## config.mk

```make
export PLATFORM = sky130hd
export DESIGN_NAME = shp3_queue
export DESIGN_NICKNAME = d
export VERILOG_FILES = /design/src/rtl/shp3_pkg.sv /design/src/rtl/shp3_queue.sv
export SDC_FILE = /design/constraint.sdc
export NUM_CORES = 1
export LEC_CHECK = 0
export BUFFER_PORTS_ARGS = -buffer_cell sky130_fd_sc_hd__buf_2
export CAP_MARGIN = 25
export CORE_MARGIN = 4
export CORE_UTILIZATION = 49
export DETAILED_ROUTE_END_ITERATION = 8
export PLACE_DENSITY = 0.72
export SLEW_MARGIN = 20
export SYNTH_ARGS = -nofsm -noshare
export SYNTH_HDL_FRONTEND = slang
export SYNTH_SLANG_ARGS = --single-unit
export TNS_END_PERCENT = 10
```

## constraint.sdc

```tcl
create_clock -name clk -period 1.7 [get_ports clk]
set_clock_uncertainty 0.05 [all_clocks]
set_input_delay 0.17 -clock clk [delete_from_list [all_inputs] [get_ports clk]]
set_output_delay 0.17 -clock clk [all_outputs]
set_load 0.05 [all_outputs]
```

## src/rtl/shp3_pkg.sv

```systemverilog
`timescale 1ns / 1ps
`default_nettype none

package shp3_pkg;

	localparam int unsigned MAX_WIDTH_DEF = 2048;
	localparam int unsigned QUEUE_DEPTH   = 2;

	localparam int unsigned PIX_W      = 8;
	localparam int unsigned WIDTH_W    = 12;
	localparam int unsigned HEIGHT_W   = 16;
	localparam int unsigned ROW_W      = HEIGHT_W + 1;
	localparam int unsigned CFG_IDX_W  = 1;
	localparam int unsigned CFG_DATA_W = 16;

	localparam int unsigned WIDTH_RST  = 640;
	localparam int unsigned HEIGHT_RST = 480;
	localparam int unsigned WIDTH_MIN  = 3;
	localparam int unsigned HEIGHT_MIN = 3;

	// register indexes on the config port
	localparam logic [CFG_IDX_W-1:0] REG_FRAME_WIDTH  = 1'b0;
	localparam logic [CFG_IDX_W-1:0] REG_FRAME_HEIGHT = 1'b1;

	// what the front decided about one word
	typedef struct packed {
		logic touch;   // reads and writes the line store
		logic emit;    // produces an output word
		logic zero;    // border pixel, forced to 0
		logic last;    // last column of the row
		logic eof;     // last word of the output frame
	} shp3_cmd_t;

	localparam int unsigned CMD_W = $bits(shp3_cmd_t);

endpackage

`default_nettype wire

```

## src/rtl/shp3_queue.sv

```systemverilog
`timescale 1ns / 1ps
`default_nettype none

module shp3_queue #(
	parameter int unsigned DATA_W = 8,
	parameter int unsigned DEPTH  = shp3_pkg::QUEUE_DEPTH
) (
	input  wire                clk,
	input  wire                arst_n,
	input  wire                push,
	input  wire  [DATA_W-1:0]  push_data,
	output logic               not_full,
	output logic               head_valid,
	input  wire                pop,
	output logic [DATA_W-1:0]  head_data
);
	localparam int unsigned AW = (DEPTH > 1) ? $clog2(DEPTH) : 1;
	localparam int unsigned NW = $clog2(DEPTH + 1);

	logic [DATA_W-1:0] slot_q [DEPTH];
	logic [AW-1:0]     wr_ptr_q;
	logic [AW-1:0]     rd_ptr_q;
	logic [NW-1:0]     count_q;

	assign not_full   = count_q != NW'(DEPTH);
	assign head_valid = count_q != '0;
	assign head_data  = slot_q[rd_ptr_q];

	always_ff @(posedge clk) begin
		if (push) begin
			slot_q[wr_ptr_q] <= push_data;
		end
	end

	always_ff @(posedge clk or negedge arst_n) begin
		if (!arst_n) begin
			wr_ptr_q <= '0;
			rd_ptr_q <= '0;
			count_q  <= '0;
		end else begin
			if (push) begin
				wr_ptr_q <= (wr_ptr_q == AW'(DEPTH - 1)) ? '0 : wr_ptr_q + AW'(1);
			end
			if (pop) begin
				rd_ptr_q <= (rd_ptr_q == AW'(DEPTH - 1)) ? '0 : rd_ptr_q + AW'(1);
			end
			if (push && !pop) begin
				count_q <= count_q + NW'(1);
			end else if (pop && !push) begin
				count_q <= count_q - NW'(1);
			end
		end
	end

	a_no_overflow: assert property (@(posedge clk) disable iff (!arst_n)
		push |-> (not_full || pop))
		else $error("push into a full queue");

	a_no_underflow: assert property (@(posedge clk) disable iff (!arst_n)
		pop |-> head_valid)
		else $error("pop from an empty queue");

endmodule

`default_nettype wire

```

==> run_results.csv <==
group,metric,value,unit
logic_synthesis,ys_top_cells_by_count,"edfxtp_1 (16), mux2_4 (8), dfrtp_1 (4), xor2_1 (4)",
logic_synthesis,yosysMostFrequentCell,"edfxtp_1",
logic_synthesis,synth_top_family_by_area,"multiplexers",
routing,drt-total-wl,1.19,mm
critical_path,rr_worst_depth,2,
finish,antenna_cells,0,
clocking,h-tree-depth,1,
critical_path,worstPathCellList,"mux2_4 > buf_2",
logic_synthesis,netlist_instances,41,
logic_synthesis,synth-adder-area-share,1.56,%
die,ios,22,
logic_synthesis,yosys_register_bits,20,
clocking,cts.reportedPaths.clkPinSlew,0.11,ns
die,core_area,0.00152,sq mm
global_route,overflow,0,
logic_synthesis,syn_nets,54,
critical_path,critPathLaunch,"rd_ptr_q$_DFFE_PN0P_",
timing,fin_crit,1.59,ns
logic_synthesis,muxShareOfSynthArea,15.0,%
global_route,grt_pass1_wl,1.97,mm
global_route,grt_max_degree,12,
die,die_w,48.4,um
routing,wire_per_inst,13.3,um
routing,ant_nets,0,
logic_synthesis,synth_cell_types,13,
logic_synthesis,synth_async_sr_flop_share,20.0,%
clocking,cts_setup_buffers,0,
global_route,track_usage,10.6,%
clocking,clkSinkCount,20,
timing,slew_headroom,74.7,%
logic_synthesis,yosysSeqAreaShare,72.5,%
die,initial_utilization,52.5,%
die,rows,14,
timing,setup_tns,0,ns
logic_synthesis,synth_edf_count,16,
timing,max_slew.worst_pin.slew,0.380,ns
critical_path,end_kind,"output port",
finish,fillers,121,
routing,viasPerCell,4.93,
logic_synthesis,synth_top_flop_cell,"edfxtp_1",
finish,final_layout_size_suffix_gt1_share,46.6,%
timing,rsz0062_at_grt,"no",
finish,num-nets-final,87,
run,cap_violations,0,
place,gp_congestion,0.574,
critical_path,arrival,1.37,ns
timing,maxSlewViolCount,0,
logic_synthesis,synth_area,801,sq um
timing,hold_ws,0.0135,ns
logic_synthesis,yosysWarnings,0,
die,die-area,0.00234,sq mm
global_route,antenna_found_initial,0,
critical_path,r2r_end,"slot_q[0][2]$_DFFE_PP_",
timing,min_period_over_period,93.8,%
routing,drt_first_pass_iters,5,
critical_path,slowest_delay,0.55,ns
logic_synthesis,yosysTopAreaCell,"edfxtp_1",
clocking,cts_buffer_depth,2,
power_and_ir_drop,p_leak,0.436,nW
finish,multi_input_area,205,sq um
timing,max_freq,627,MHz
die,fp.dieH,48.4,um
critical_path,cp-endpoint,"head_data[6]",
place,dp_hpwl,852,um
critical_path,required,1.48,ns
routing,drcViolationCount,0,
critical_path,worstSetupStartpointType,"flip-flop",
finish,final_cells,89,
clocking,insertion_delay,0.28,ns
power_and_ir_drop,power_density,1760,mW/mm^2
clocking,numCtsBuffers,3,
clocking,cts_tree,"built",
worst_hold_path,worstHoldPathType,"input port to flip-flop",
status,status,"finished, final reports clean",
logic_synthesis,ys_top_cells_by_area,"edfxtp_1 (60%), mux2_4 (15%), dfrtp_1 (13%)",
place,dp_cells,78,
logic_synthesis,syn_avg_cell_area,19.5,sq um
logic_synthesis,synth_top_area_share,60.0,%
clocking,cts_root_buffer,"clkbuf_4",
critical_path,crit_type,"flip-flop to output port",
logic_synthesis,synth_compound_area_share,0,%
timing,finalSetupViolCount,0,
finish,final_core_util,66.9,%
routing,vias,439,
critical_path,r2r_start,"wr_ptr_q$_DFFE_PN0P_",
logic_synthesis,synth_xor_area_share,5.47,%
finish,areaGrowthSynthToFinish,27.3,%
timing,finalHoldViolCount,0,
critical_path,crit_fanout,9,
place,io_buffers,21,
global_route,grt_pass1_vias,454,
critical_path,rrSetupSlack,0.46,ns
logic_synthesis,synthSimpleGateAreaFrac,3.59,%
routing,drt-initial-drc-count,7,
power_and_ir_drop,ir_worst_vdd,0.000892,V
finish,final-seq-area,582,sq um
critical_path,crit_path_top_delay_cell,"dfrtp_2",
-- state kept, by name, indices dropped and copies added (netlist names) --
name	flops
count_q	2
rd_ptr_q	1
slot_q	16
wr_ptr_q	1
-- placed cells by master (no fill, tap or decap), drive strengths merged, types with 4 or more instances in the layout --
cell	netlist	routed
dfrtp	4	4
edfxtp	16	16
clkbuf	0	4
mux2	8	8
dlygate4sd3	0	7
xor2	4	4
buf	1	22
-- layer usage --
metal,GRT usage [%],share of wire [%]
met3,2.45,6.9
met1,13.2,40
met2,17.6,53
met4,4.15,0
met5,0,0
-- report_power, final --
part	total [mW]	leakage [nW]	internal, mW	switching (mW)
clock network	0.224	0.0150	0.0911	0.132
logic	0.789	0.226	0.283	0.506
registers	0.779	0.196	0.668	0.111
total	1.79	0.436	1.04	0.750
-- critical path: cells and delay by family, from the launching register on --
family	cells	cell delay, ns
buffers and inverters	1	0.21
multiplexers	1	0.33
flip-flops	1	0.55
-- worst min path at each step --
stage	start	endpoint	slack, ns	cells past startpoint
floorplan	arst_n	count_q[0]$_DFFE_PN0P_	-0.18	0
global placement	arst_n	wr_ptr_q$_DFFE_PN0P_	-0.07	1
detailed placement	arst_n	count_q[1]$_DFFE_PN0P_	-0.07	1
CTS	push_data[4]	slot_q[0][4]$_DFFE_PP_	0.005	1
global route	pop	rd_ptr_q$_DFFE_PN0P_	0.008	2
finish	push_data[3]	slot_q[0][3]$_DFFE_PP_	0.01	1
-- final cells by class --
cell class | count | area share (%)
flip-flops and latches | 20 | 57.1
multi-input cells | 19 | 20.1
repair buffers | 29 | 17.9
clock buffers | 4 | 2.58
well taps | 16 | 1.96
inverters | 1 | 0.368
-- per-stage QoR --
| step | power (mW) | worst slack, ns | instance area (sq um) |
|---|---|---|---|
| global placement | 1.56 | 0.296 | 922 |
| global route | 1.88 | 0.0507 | 1020 |
| finish | 1.79 | 0.105 | 1020 |
| CTS | 1.80 | 0.0889 | 960 |
| detailed placement | 1.57 | 0.279 | 922 |
| floorplan | 1.44 | 0.488 | 801 |
-- cell families (layout without fill, tap and decap cells) --
logic type	after synthesis	in the layout
multiplexers	8	8
AND/OR/NAND/NOR	5	5
buffers and inverters	2	34
XOR/XNOR	5	5
flip-flops	20	20
adder cells (fa/ha/maj)	1	1
-- repair_timing --
| action | CTS | global route |
|---|---|---|
| hold buffers | 1 | 6 |
| endpoints found under the setup margin | 8 | 0 |
| resized for setup | 1 | 0 |
| hold endpoints to repair | 4 | 10 |
(Power assumes the default switching activity.)
