`config.mk`:
```
export PLATFORM = sky130hd
export DESIGN_NAME = shp3_front
export DESIGN_NICKNAME = d
export VERILOG_FILES = /design/src/rtl/shp3_pkg.sv /design/src/rtl/shp3_front.sv
export SDC_FILE = /design/constraint.sdc
export NUM_CORES = 1
export LEC_CHECK = 0
export BUFFER_PORTS_ARGS = -buffer_cell sky130_fd_sc_hd__buf_2
export CAP_MARGIN = 20
export CORE_MARGIN = 2
export CORE_UTILIZATION = 51
export DETAILED_ROUTE_END_ITERATION = 6
export GPL_ROUTABILITY_DRIVEN = 0
export PLACE_DENSITY = 0.71
export REMOVE_ABC_BUFFERS = 1
export SLEW_MARGIN = 20
export SYNTH_ARGS = -nofsm -noshare
export SYNTH_HDL_FRONTEND = slang
export SYNTH_SLANG_ARGS = --single-unit
```
`constraint.sdc`:
```
create_clock -name clk -period 3.6 [get_ports clk]
set_input_delay 0.36 -clock clk [delete_from_list [all_inputs] [get_ports clk]]
set_output_delay 0.36 -clock clk [all_outputs]
set_load 0.02 [all_outputs]
```
`src/rtl/shp3_pkg.sv`:
```
`timescale 1ns / 1ps
`default_nettype none

package shp3_pkg;

	localparam int unsigned MAX_WIDTH_DEF = 2048;
	localparam int unsigned QUEUE_DEPTH   = 2;

	localparam int unsigned PIX_W      = 8;
	localparam int unsigned WIDTH_W    = 12;
	localparam int unsigned HEIGHT_W   = 16;
	localparam int unsigned ROW_W      = HEIGHT_W + 1;
	localparam int unsigned CFG_IDX_W  = 1;
	localparam int unsigned CFG_DATA_W = 16;

	localparam int unsigned WIDTH_RST  = 640;
	localparam int unsigned HEIGHT_RST = 480;
	localparam int unsigned WIDTH_MIN  = 3;
	localparam int unsigned HEIGHT_MIN = 3;

	// register indexes on the config port
	localparam logic [CFG_IDX_W-1:0] REG_FRAME_WIDTH  = 1'b0;
	localparam logic [CFG_IDX_W-1:0] REG_FRAME_HEIGHT = 1'b1;

	// what the front decided about one word
	typedef struct packed {
		logic touch;   // reads and writes the line store
		logic emit;    // produces an output word
		logic zero;    // border pixel, forced to 0
		logic last;    // last column of the row
		logic eof;     // last word of the output frame
	} shp3_cmd_t;

	localparam int unsigned CMD_W = $bits(shp3_cmd_t);

endpackage

`default_nettype wire

```
`src/rtl/shp3_front.sv`:
```
`timescale 1ns / 1ps
`default_nettype none

module shp3_front #(
	parameter int unsigned MAX_WIDTH = shp3_pkg::MAX_WIDTH_DEF
) (
	input  wire                                   clk,
	input  wire                                   arst_n,
	input  wire                                   cfg_valid,
	input  wire  [shp3_pkg::CFG_IDX_W-1:0]        cfg_index,
	input  wire  [shp3_pkg::CFG_DATA_W-1:0]       cfg_data,
	input  wire                                   accept,
	input  wire  [shp3_pkg::PIX_W-1:0]            in_pixel,
	input  wire                                   drain,
	output logic                                  push,
	output shp3_pkg::shp3_cmd_t                   push_cmd,
	output logic [shp3_pkg::PIX_W-1:0]            push_pix,
	output logic [$clog2(MAX_WIDTH)-1:0]          push_col
);
	import shp3_pkg::*;

	localparam int unsigned CW   = $clog2(MAX_WIDTH);
	localparam int unsigned WCMP = (CW + 1 > WIDTH_W) ? CW + 1 : WIDTH_W;
	localparam int unsigned WIDTH_RST_EFF = (WIDTH_RST > MAX_WIDTH) ? MAX_WIDTH : WIDTH_RST;

	logic [CW-1:0]       last_col_q;
	logic [HEIGHT_W-1:0] height_q;
	logic [CW-1:0]       col_q;
	logic [ROW_W-1:0]    row_q;

	logic [WCMP-1:0]     w_ext;
	logic [CW-1:0]       last_col_new;
	logic [HEIGHT_W-1:0] height_new;
	logic                last_col;
	logic                drain_row;

	// clamp geometry on the way in
	always_comb begin
		w_ext = WCMP'(cfg_data[WIDTH_W-1:0]);
		priority if (w_ext < WCMP'(WIDTH_MIN)) begin
			last_col_new = CW'(WIDTH_MIN - 1);
		end else if (w_ext > WCMP'(MAX_WIDTH)) begin
			last_col_new = CW'(MAX_WIDTH - 1);
		end else begin
			last_col_new = CW'(w_ext - WCMP'(1));
		end
		if (cfg_data[HEIGHT_W-1:0] < HEIGHT_W'(HEIGHT_MIN)) begin
			height_new = HEIGHT_W'(HEIGHT_MIN);
		end else begin
			height_new = cfg_data[HEIGHT_W-1:0];
		end
	end

	always_ff @(posedge clk or negedge arst_n) begin
		if (!arst_n) begin
			last_col_q <= CW'(WIDTH_RST_EFF - 1);
			height_q   <= HEIGHT_W'(HEIGHT_RST);
		end else if (cfg_valid) begin
			unique case (cfg_index)
				REG_FRAME_WIDTH:  last_col_q <= last_col_new;
				REG_FRAME_HEIGHT: height_q   <= height_new;
				default: ;
			endcase
		end
	end

	assign last_col  = col_q >= last_col_q;
	assign drain_row = row_q >= {1'b0, height_q};

	// early drain words are dropped here
	assign push = accept && (drain_row || !drain);

	always_comb begin
		push_cmd.touch = !drain_row;
		push_cmd.emit  = drain_row || (row_q != '0);
		push_cmd.zero  = drain_row || (row_q == ROW_W'(1)) || (col_q == '0) || last_col;
		push_cmd.last  = last_col;
		push_cmd.eof   = drain_row && last_col;
	end

	assign push_pix = in_pixel;
	assign push_col = col_q;

	always_ff @(posedge clk or negedge arst_n) begin
		if (!arst_n) begin
			col_q <= '0;
			row_q <= '0;
		end else if (push) begin
			if (last_col) begin
				col_q <= '0;
				row_q <= drain_row ? '0 : row_q + ROW_W'(1);
			end else begin
				col_q <= col_q + CW'(1);
			end
		end
	end

	a_drain_wraps: assert property (@(posedge clk) disable iff (!arst_n)
		(push && drain_row && last_col) |=> (col_q == '0 && row_q == '0))
		else $error("frame did not wrap after the drain row");

endmodule

`default_nettype wire

```
==> impl_metrics.yaml <==
timing:
  fmax_ghz: 0.321
  clock_skew_ns: 0.00755
  hold_viol_final: 0
  setup_viol: 0
  fin_crit_ns: 3.11
  tightest_slew_ns: 0.703
  post-route-period-util: 0.864
  hold_slack_ns: 0.0259
  slew_violations: 0
  rsz0062_at_grt: "no"
  final.setup.tns_ns: 0
  relSlewSlack: 0.527
placement:
  port_buffers: 38
  place_hpwl_um: 6760
clocking:
  hold_buffers: 0
  cts_tree: "done"
  cts_buffers: 5
  insertion_delay_ns: 0.31
  ctsRootBufferMaster: "clkbuf_8"
  cts_setup_buffers: 0
  path_clk_slew_ns: 0.10
  htreeDepth: 2
  cts_sinks: 55
  clock_path_buffers: 2
  cts_resized: 0
logic_synthesis:
  yosysTopAreaCellShare: 0.279
  muxShareOfSynthArea: 0.0513
  yosysUniqueCellTypes: 62
  yosys.area_share.adder: 0.110
  syn_area_sq_um: 3850
  syn-mean-instance-area_sq_um: 9.65
  synth_enable_flop_cells: 0
  synth-simple-area-share: 0.181
  yosysSeqAreaShare: 0.361
  yosys-top-cells-count: "43 x dfrtp_1, 39 x inv_1, 34 x ha_1"
  synth-xor-area-share: 0.0182
  ys.flop_type: "dfrtp_1"
  synth-seq-cells: 55
  async_reset_ff_frac: 1.00
  synth_warnings: 0
  synth_top_area_cell: "dfrtp_1"
  syn_inst: 399
  synth_compound_area_frac: 0.205
  synth_top_family_by_area: "compound AO/OA/AOI/OAI gates"
  synth.most_common_cell: "dfrtp_1"
  yosys-top-cells-area: "dfrtp_1 28%, ha_1 11%, dfstp_2 8.2%"
worst_setup_path:
  path_class: "reg2out"
  worstSetupEndpointType: "output port"
  critical_path.max_fanout: 18
  crit_chain: "inv_1 -> ha_1 -> nand2b_1 -> a31oi_1 -> o21ai_1 -> and3_1 -> nor2_1 -> nand3_1 -> buf_2"
  start_kind: "flip-flop"
  cp_slowest_stage_delay_ns: 0.49
  arrival_ns: 2.75
  critPathRequiredTime_ns: 3.24
  critPathLaunch: "row_q[0]$_DFFE_PN0P_"
  regToRegStartpoint: "row_q[12]$_DFFE_PN0P_"
  critPathSlowestCell: "dfrtp_1"
  rrSetupSlack_ns: 0.85
die:
  rows: 31
  die_area_sq_um: 8260
  initial_core_util: 0.528
  die_w_um: 90.9
  die_y_um: 90.9
  ios: 55
  core_sq_um: 7290
routing:
  dr.first_iter.drc_count: 210
  routed_via_density: 6.16
  routed_wl_um: 8970
  dr.pass1.iters: 5
  detail-route-antenna-nets: 0
  wl_per_cell_um: 17.1
  drc: 0
  vias: 3233
power_and_ir_drop:
  leakagePower_uw: 0.00204
  fin_total_pwr_uw: 1900
  ir_drop_mv: 0.205
  power_density_nw_per_um2: 454
global_routing:
  busiest_layer: "met2"
  grt_max_degree: 45
  grt_pass1_wl_um: 15100
  track_usage: 0.227
  antenna_found_initial: 0
  grt_pass1_vias: 3080
  overflow: 0
  use_met1: 0.297
  grt_util_met2: 0.384
  globalRouteMet3Util: 0.0401
layout:
  n_fill_cell: 688
  antenna_cells: 0
  layout-drive-gt1-share: 0.232
  layout.nets: 489
  layout-area-overhead-vs-synth_pct: 8.48
worst_hold_path:
  hold_path.class: "in2async"
job:
  cap_violations: 0
outcome:
  status: "finished clean"
## where the power goes
| group | total [uW] | switching, uW | internal, uW |
|---|---|---|---|
| combinational | 612 | 354 | 259 |
| sequential | 843 | 120 | 723 |
| clock | 440 | 210 | 229 |
## cells by family after synthesis
kind of cell	count (synthesis)
adder cells (fa/ha/maj)	34
buffers and inverters	61
AND/OR/NAND/NOR	123
XOR/XNOR	8
multiplexers	18
flip-flops	55
AO/OA/AOI/OAI	100
## area by class of cell
class | count | area [sq um] | area share
Multi-Input combinational cell | 283 | 2180 | 0.522
Tap cell | 99 | 124 | 0.0297
Clock inverter | 2 | 38.8 | 0.00929
Sequential cell | 55 | 1390 | 0.333
Timing Repair Buffer | 40 | 208 | 0.0497
Clock buffer | 6 | 82.6 | 0.0198
Inverter | 40 | 150 | 0.0359
## worst max-delay path, delay by kind of cell (launching register included)
kind	cells	cell delay, ns
flip-flops	1	0.49
buffers and inverters	2	0.29
AO/OA/AOI/OAI	2	0.29
AND/OR/NAND/NOR	4	1.10
adder cells (fa/ha/maj)	1	0.27
## registers in the layout, summed over array words and instances (netlist names)
| name | flops |
|---|---|
| row_q | 17 |
| height_q | 16 |
| last_col_q | 11 |
| push_col | 11 |
## worst paths after layout
| kind | endpoint | cells after the start |
|---|---|---|
| setup / recovery | push_cmd[3] | 9 |
| hold / removal | push_col[10]$_DFFE_PN0P_ | 1 |
| setup reg to reg | push_col[10]$_DFFE_PN0P_ | 7 |
| hold reg to reg | last_col_q[2]$_DFFE_PN1P_ | 2 |
| max in group asynchronous | height_q[5]$_DFFE_PN1P_ | 2 |
| min in group clk | height_q[15]$_DFFE_PN0P_ | 2 |
## layout by cell type (no fill, tap or decap), drive strengths merged, types with 2 or more instances in the layout
cell type / synthesis / final
dfrtp: 43 / 43
inv: 40 / 41
buf: 15 / 40
ha: 34 / 34
nand2: 29 / 29
nor2: 26 / 26
nand3: 15 / 15
mux2: 14 / 14
nor3: 13 / 13
o21ai: 13 / 13
dfstp: 12 / 12
a22o: 11 / 11
a21o: 10 / 10
nor4: 10 / 10
a21oi: 8 / 8
a211oi: 8 / 8
and3: 7 / 7
nand2b: 7 / 7
o2bb2ai: 7 / 7
a31o: 7 / 7
clkbuf: 6 / 6
o221ai: 5 / 5
a31oi: 5 / 5
nand4: 4 / 4
mux2i: 4 / 4
o31ai: 4 / 4
xor2: 4 / 4
xnor2: 4 / 4
o211ai: 3 / 3
o22ai: 3 / 3
or4: 3 / 3
nand4b: 3 / 3
o21a: 2 / 2
o22a: 2 / 2
a211o: 2 / 2
and2: 2 / 2
a32o: 2 / 2
o221a: 2 / 2
and4: 2 / 2
## stage by stage
stage               instances  worst slack, ns  area, sq um   util
floorplan                 378            0.968         3720      -
global route              525            0.266         4180  0.573
finish                    525            0.489         4180  0.573
global placement          517            0.974         4050  0.556
CTS                       525            0.494         4170  0.572
detailed placement        517            0.867         4050  0.556
## per-layer routing
| metal | part of all wire | wire (um) |
|---|---|---|
| met3 | 0.050 | 446 |
| met5 | 0 | 0 |
| met4 | 0.016 | 146 |
| met2 | 0.49 | 4360 |
| met1 | 0.45 | 4010 |
Power figures use the tool's default switching activity.
